## src/design/btmx_ram.sv

```systemverilog
// ----------------------------------------------------------------------------
// btmx_ram
// generic single write port, single read port ram with registered read
// ----------------------------------------------------------------------------
module btmx_ram #(
  parameter int Width = 8,
  parameter int Depth = 64
) (
  input  logic                     clk_i,
  input  logic                     we_i,
  input  logic [$clog2(Depth)-1:0] waddr_i,
  input  logic [Width-1:0]         wdata_i,
  input  logic [$clog2(Depth)-1:0] raddr_i,
  output logic [Width-1:0]         rdata_o
);

  logic [Width-1:0] mem_q [Depth];
  logic [Width-1:0] rdata_q;

  always_ff @(posedge clk_i) begin
    if (we_i) begin
      mem_q[waddr_i] <= wdata_i;
    end
    rdata_q <= mem_q[raddr_i];
  end

  assign rdata_o = rdata_q;

endmodule

```

## config.mk

```make
export PLATFORM = sky130hd
export DESIGN_NAME = btmx_ram
export DESIGN_NICKNAME = d
export VERILOG_FILES = /design/src/design/btmx_ram.sv
export SDC_FILE = /design/constraint.sdc
export NUM_CORES = 1
export LEC_CHECK = 0
export BUFFER_PORTS_ARGS = -buffer_cell sky130_fd_sc_hd__buf_4
export CORE_ASPECT_RATIO = 1.75
export CORE_MARGIN = 1.5
export CORE_UTILIZATION = 30
export CTS_CLUSTER_SIZE = 20
export DETAILED_ROUTE_END_ITERATION = 12
export MAX_ROUTING_LAYER = met4
export PLACE_DENSITY = 0.49
export SYNTH_ARGS = -nofsm -noshare
export SYNTH_HDL_FRONTEND = slang
export SYNTH_SLANG_ARGS = --single-unit
```

## constraint.sdc

```tcl
create_clock -name clk_i -period 2.6 [get_ports clk_i]
set_clock_uncertainty 0.05 [all_clocks]
set_input_delay 0.52 -clock clk_i [delete_from_list [all_inputs] [get_ports clk_i]]
set_output_delay 0.52 -clock clk_i [all_outputs]
set_load 0.02 [all_outputs]
```

==> results by group, run 1 <==
Worst setup path
  • CP Data Required Time: approximately 3.0 ns
  • Slowest stage delay, CP: around 0.42 ns
  • Worst reg2reg startpoint: mem_q[29][4]
  • Worst r2r path cells: 5
  • Bufs and invs on worst path: 4
  • Startpoint types: input pin
  • Most frequent CP cell: buf_4
  • Worst setup EP type: flip-flop
  • Slowest stage cell, crit path: a211oi_1
  • Crit path max-delay family: buffers and inverters
  • Worst-path fanout max: 28
  • R2R Setup Slk: approximately 0.47 ns
  • Crit path from: raddr_i[1]
  • Crit Path Category: in2reg
  • Worst path arrival time: 2.57 ns
  • Instance count on the critical path: 9
  • Critical Path, Cell by Cell: buf_4 -> buf_12 -> buf_4 -> nand2_1 -> a211oi_1 -> nor4_1 -> buf_4 -> nor3_1 -> o32ai_1

Final layout
  • NumNets Final: around 1,100
  • Layout cells sized above 1: 0.3281
  • Finished Layout Cells: roughly 2,000
  • Area grow syn2layout: 18.12%
  • Ant. Diodes: 0
  • Filler cells: roughly 6,200
  • Final core occ: 0.3584

STA
  • Worst slew pin tran: around 0.77 ns
  • # setup viols final: 0
  • Final hold slack: between 0.2 and 0.3 ns
  • Tmin final: ~2.2 ns
  • Hold Vio Cnt, Final: 0
  • Max-slew violation count: 0
  • Setup repair after global routing missed its margin: false
  • Fin crit share: 0.8334
  • Final WS setup: 0.4333 ns
  • Rel. slew slack: 0.4884
  • Fmax: 0.4615 GHz

Global routing
  • Initial antenna violation count: 0
  • Vias in the first global route: around 11,000
  • Global-route wire length before repair: around 76,000 µm
  • GRT Total Usage: 0.1590
  • GRT met1 Usage: 0.1688
  • Met3 Usage GRT: 0.01539
  • Met2 usage: 0.3021
  • Largest net degree at the start of global routing: 65
  • GRT Max-Usage Layer: met2
  • Remaining Overflow, GRT: 0

Floorplanning
  • Core Area: around 66,000 µm²
  • Die Width: 199.0 µm
  • Die H: between 300 and 400 µm
  • Starting density of the core: 0.3034
  • Site Rows: approximately 130
  • DIE AREA: approximately 69,000 µm²
  • Boundary pin count: 30

Run status
  • Outcome: finished, final reports clean

Synthesis
  • Synth warn: 0
  • Synth Instances: 940
  • Post-Syn Area: ~20,000 µm²
  • Sequential fraction of the synthesis area: 0.7703
  • Post-Syn Area per Cell: around 21 µm²
  • Yosys reg bits: 520
  • Most frequent cell after synthesis: edfxtp_1
  • Yosys top cell area share: 0.7624
  • Leading post-synthesis cells by cell area: edfxtp_1, mux4_2, nor2_1
  • Post-synth cell types: 40
  • Synth Flop Type: edfxtp_1
  • Leading area contributor after synthesis: edfxtp_1
  • Post-synth top cells: edfxtp_1, mux4_2, nor2_1
  • Fraction of registers with async set/reset: 0
  • Syn nets: between 900 and 1,000
  • Post-synth EDFFs: ~510

Hold path
  • Worst hold path type: in2reg
  • Hold_sp: raddr_i[5]
  • Worst Hold Depth: 2

Clock network
  • # clock sinks: 520
  • Post-CTS Hold Fix Bufs: 0
  • Worst-path clk slew: approximately 0.070 ns
  • Post-CTS setup buffer count: 0
  • Clk Latency, worst-skew pair: 0.59 ns
  • PostCTS Resize Cnt: 0
  • CTS Buf Count: 46
  • Maximum root-to-sink buffer count: 3
  • CTS H-tree depth: 2
  • CTS root buf: clkbuf_16
  • TritonCTS clock tree: done

Routing
  • Via Count: 9,701
  • Post-DRT Antenna Nets: 0
  • Vias per std cell: approximately 4.8
  • Routed WL: 51,660 µm
  • DR iter-0 viols: 741
  • Drt first pass iters: 4
  • Routed WL per cell: roughly 25 µm
  • # DRC: 0

Placed design
  • Hpwl dp: about 35,000 µm
  • PortBufs: 29
  • Routability cong.: between 0.7 and 0.8
  • Pre-CTS setup slack: -0.1710 ns
  • Placed Cells: a little under 2,000

Pwr
  • Max IR drop VDD: between 0.0003 and 0.0004 V
  • Clk pwr share: 0.388
  • Total power: 16.85 mW
  • Internal power: roughly 13 mW
  • Switch Pwr: ~3.6 mW
  • Comb power frac: 0.060
  • Sequential Power Share: 0.552
  • Static leakage: 7.572 nW
  • Power Dens Cells: 707.5 nW/µm²
  • Sw frac: 0.2160

Flow run
  • Max_cap viols: 0
-- per-stage QoR --
step / cell area [µm²] / TNS [ns]
after detailed placement: 22420 / -0.7283
after CTS: 23820 / 0
after global routing: 23820 / 0
final: 23820 / 0
after floorplan: 20170 / 0
after global placement: 22420 / -0.7053
-- sequential cells by signal, indices dropped and copies added (netlist names) --
signal	cells
rdata_o	8
mem_q	512
-- area by class of cell --
cell class	instances	area (µm²)	share of cell area
Sequential cell	520	15530	0.6521
Multi-Input combinational cell	369	4315	0.1812
Timing Repair Buffer	171	1453	0.06098
Clock buffer	64	1269	0.05326
Tap cell	889	1112	0.04669
Clock inverter	19	137.6	0.005778
-- routing by layer --
layer	part of all wire	vias to the layer above
li1	-	4249
met1	0.36	5199
met2	0.58	183
met3	0.027	70
met4	0.031	0
met5	0	-
-- path summary, 6_finish.rpt --
path,end
worst max-delay path,rdata_o[4]
worst min register to register,rdata_o[0]
worst max register to register,rdata_o[4]
worst min-delay path,rdata_o[5]
-- power by group through the flow --
stage | sequential (mW) | combinational (mW) | clock, mW
global route | 9.31 | 1.08 | 6.98
CTS | 9.30 | 1.05 | 6.71
floorplan | 9.49 | 0.494 | 0
global placement | 9.49 | 1.03 | 0
finish | 9.30 | 1.01 | 6.54
detailed placement | 9.49 | 1.04 | 0
-- kinds of logic (layout without fill, tap and decap cells) --
family / Yosys count / after routing / synth area share
buffers and inverters: 51 / 254 / 0.01570
AO/OA/AOI/OAI: 54 / 54 / 0.02072
AND/OR/NAND/NOR: 153 / 153 / 0.03387
multiplexers: 162 / 162 / 0.1594
flip-flops: 520 / 520 / 0.7703
-- cell usage in the layout (no fill, tap or decap), types with 8 or more instances in the layout --
| cell type | count |
|---|---|
| edfxtp_1 | 512 |
| mux4_2 | 126 |
| nand2_1 | 19 |
| nand3_1 | 13 |
| clkbuf_1 | 13 |
| o221ai_1 | 8 |
| o22ai_1 | 8 |
| buf_12 | 13 |
| mux2i_1 | 23 |
| buf_4 | 157 |
| mux2_2 | 13 |
| dfxtp_1 | 8 |
| nor2b_1 | 14 |
| nor2_1 | 83 |
| clkbuf_16 | 46 |
Note: power is estimated with default switching activity, not from simulation.
==> inputs of run 2 (changes only) <==
Settings changed: ABC_AREA from default to 1.
Clock period 2.6 ns to 2 ns, I/O delays scaled along.
==> run 2 against run 1 <==
Net effect:
- area after synthesis rose by 5.8%
- register-to-register slack worse by 0.09 ns
- sequential power is 30% higher
- worst setup slack worse by 0.073 ns
==> results by group, run 2 <==
STA
  • Setup repair after global routing missed its margin: false
  • Worst slew pin tran: 0.8172 ns (+0.04985 ns)
  • Fin crit share: 0.8199
  • Hold Vio Cnt, Final: 0 (unchanged)
  • Max-slew violation count: 0 (unchanged)
  • Rel. slew slack: 0.4546 (-0.03384)
  • Tmin final: between 1.5 and 2 ns
  • Fmax: just over 0.6 GHz
  • # setup viols final: 0 (unchanged)
  • Final WS setup: 0.3601 ns (-0.07311 ns)

Hold path
  • Worst hold path type: in2reg
  • Hold_sp: wdata_i[3]
  • Worst Hold Depth: 1 (-1)
  • Hold Path Sink: mem_q[16][3]

Synthesis
  • Post-synth cell types: 16 (-60%)
  • Yosys top cell area share: 0.7205 (-0.04188)
  • Yosys reg bits: 520 (unchanged)
  • Synth Flop Type: edfxtp_1
  • Fraction of registers with async set/reset: 0 (unchanged)
  • Post-synth EDFFs: 512 (unchanged)
  • Syn nets: 1,827 (+90%)
  • Synth warn: 0 (unchanged)
  • Synth Instances: 1,805 (+92%)
  • Leading post-synthesis cells by cell area: edfxtp_1, nand2_1, nand3_1
  • Post-Syn Area: 21,340 µm² (+5.8%)
  • Post-Syn Area per Cell: 11.82 µm² (-45%)
  • Post-synth top cells: nand2_1, edfxtp_1, nand3_1
  • Leading area contributor after synthesis: edfxtp_1
  • Most frequent cell after synthesis: nand2_1
  • Sequential fraction of the synthesis area: 0.7280 (-0.04232)

Global routing
  • Remaining Overflow, GRT: 0 (unchanged)
  • Largest net degree at the start of global routing: 65 (unchanged)
  • Vias in the first global route: 14,160 (+35%)
  • GRT Total Usage: 0.1810 (+0.02197)
  • Global-route wire length before repair: 94,060 µm (+24%)
  • Initial antenna violation count: 5 (+5)

Worst setup path
  • Slowest stage cell, crit path: dfxtp_1
  • Worst r2r dst: rdata_o[0]
  • Bufs and invs on worst path: 1 (-3)
  • Crit Path Category: reg2out
  • Crit path max-delay family: flip-flops
  • Worst-path fanout max: 1 (-96%)
  • Worst reg2reg startpoint: mem_q[34][0]
  • Worst r2r path cells: 8 (+3)
  • Worst path arrival time: 1.19 ns (-1.38 ns)
  • Startpoint types: flip-flop
  • Worst setup EP type: output port
  • CP Data Required Time: 1.55 ns (-1.45 ns)
  • Slowest stage delay, CP: 0.42 ns (about the same)
  • Critical Path, Cell by Cell: buf_4
  • R2R Setup Slk: 0.38 ns (-0.09 ns)

Clock network
  • Maximum root-to-sink buffer count: 3 (unchanged)
  • CTS Buf Count: 44 (-4.3%)
  • Post-CTS setup buffer count: 0 (unchanged)
  • TritonCTS clock tree: done
  • PostCTS Resize Cnt: 0 (unchanged)
  • Worst-path clk slew: 0.07 ns (about the same)
  • Clk Latency, worst-skew pair: 0.58 ns (about the same)
  • CTS root buf: clkbuf_16
  • Post-CTS Hold Fix Bufs: 0 (unchanged)
  • CTS H-tree depth: 2 (unchanged)
  • # clock sinks: 520 (unchanged)

Pwr
  • Switch Pwr: 5.130 mW (+41%)
  • Power Dens Cells: 908.6 nW/µm² (+28%)
  • Sw frac: 0.2274 (+0.01148)
  • Clk pwr share: 0.390 (+0.002)
  • Max IR drop VDD: 0.0005981 V (+59%)
  • Total power: 22.56 mW (+34%)
  • Sequential Power Share: 0.536 (-0.016)
  • Internal power: 17.43 mW (+32%)
  • Comb power frac: 0.074 (+0.014)
  • Static leakage: 8.970 nW (+18%)

Floorplanning
  • Starting density of the core: 0.3025 (-0.0008592)
  • Die H: 355.8 µm (+2.8%)
  • Boundary pin count: 30 (unchanged)
  • DIE AREA: 72,800 µm² (+5.7%)
  • Core Area: 70,530 µm² (+6.1%)
  • Die Width: 204.6 µm (+2.8%)
  • Site Rows: 129 (+3.2%)

Routing
  • Drt first pass iters: 5 (+1)
  • DR iter-0 viols: 1,145 (+55%)
  • Routed WL: 62,990 µm (+22%)
  • Post-DRT Antenna Nets: 0 (unchanged)
  • Vias per std cell: 4.836 (+1.3%)
  • # DRC: 0 (unchanged)
  • Routed WL per cell: 21.96 µm (-14%)
  • Via Count: 13,870 (+43%)

Final layout
  • Max FFs per register: 512 (unchanged)
  • Layout cells sized above 1: 0.1228 (-0.2053)
  • Commonest non-fill, non-tap cell in the layout: nand2_1
  • Most frequent cells in the layout: nand2_1, edfxtp_1, nand3_1, buf_4, nor2_1
  • NumNets Final: 1,935 (+71%)
  • Reg with most FFs: mem_q
  • Area grow syn2layout: 16.34%

Flow run
  • Max_cap viols: 0 (unchanged)

Placed design
  • Pre-CTS setup slack: -0.1787 ns (-0.007713 ns)
  • Routability cong.: 0.8325 (+7.3%)
  • Hpwl dp: 40,350 µm (+15%)
  • PortBufs: 29 (unchanged)

Run status
  • Outcome: finished, final reports clean
[run 2: layout make-up]
type,instances,area [µm²]
clock buffer,52,1152
clock inverter,27,274.0
multi-input combinational,1160,4946
fill,6869,45710
inverter,12,52.55
sequential,520,15530
timing repair buffer,175,1705
tap,917,1147
antenna,5,12.51
[run 2: how the worst max path moves through the flow]
stage	cells past startpoint	from	to	slack [ns]
floorplan	3	we_i	mem_q[48][0]	-0.22
finish	1	rdata_o[2]	rdata_o[2]	0.36
global route	1	rdata_o[2]	rdata_o[2]	0.32
CTS	1	rdata_o[2]	rdata_o[2]	0.31
global placement	11	raddr_i[0]	rdata_o[0]	-0.16
detailed placement	5	raddr_i[4]	rdata_o[0]	-0.18
[run 2: power groups by stage]
stage	sequential [mW]	clock, mW	combinational (mW)
2_1_floorplan	12.3	0	0.848
3_3_place_gp	12.3	0	1.70
3_5_place_dp	12.3	0	1.70
4_1_cts	12.1	9.01	1.70
5_1_grt	12.1	9.32	1.82
6_report	12.1	8.80	1.67
[run 2: cell families (layout without fill, tap and decap cells)]
logic type             Yosys count  after routing  share of synthesized area
other                            0              5                          0
AND/OR/NAND/NOR               1160           1160                     0.2318
buffers and inverters          125            266                    0.04022
flip-flops                     520            520                     0.7280
[run 2: per-stage QoR]
stage | instances | setup TNS [ns] | hold WS [ns] | instance area, µm² | util
after global routing | 2868 | 0 | 0.08789 | 24830 | 0.3520
after detailed placement | 2784 | -0.5660 | 0.6874 | 23390 | 0.3316
after floorplan | 1805 | -13.83 | 0.4489 | 21340 | -
final | 2868 | 0 | 0.09711 | 24830 | 0.3520
after global placement | 2784 | -0.4858 | 0.6828 | 23390 | 0.3316
after CTS | 2863 | 0 | 0.07218 | 24810 | 0.3518
[run 2: per-layer routing]
metal  track usage  vias up  wire length [µm]
met5             -        -                 0
met4       0.07397        0              2530
met3       0.01985      109              2720
met2        0.3251      360             33820
met1        0.2022     6843             23920
li1              -     6559                 -
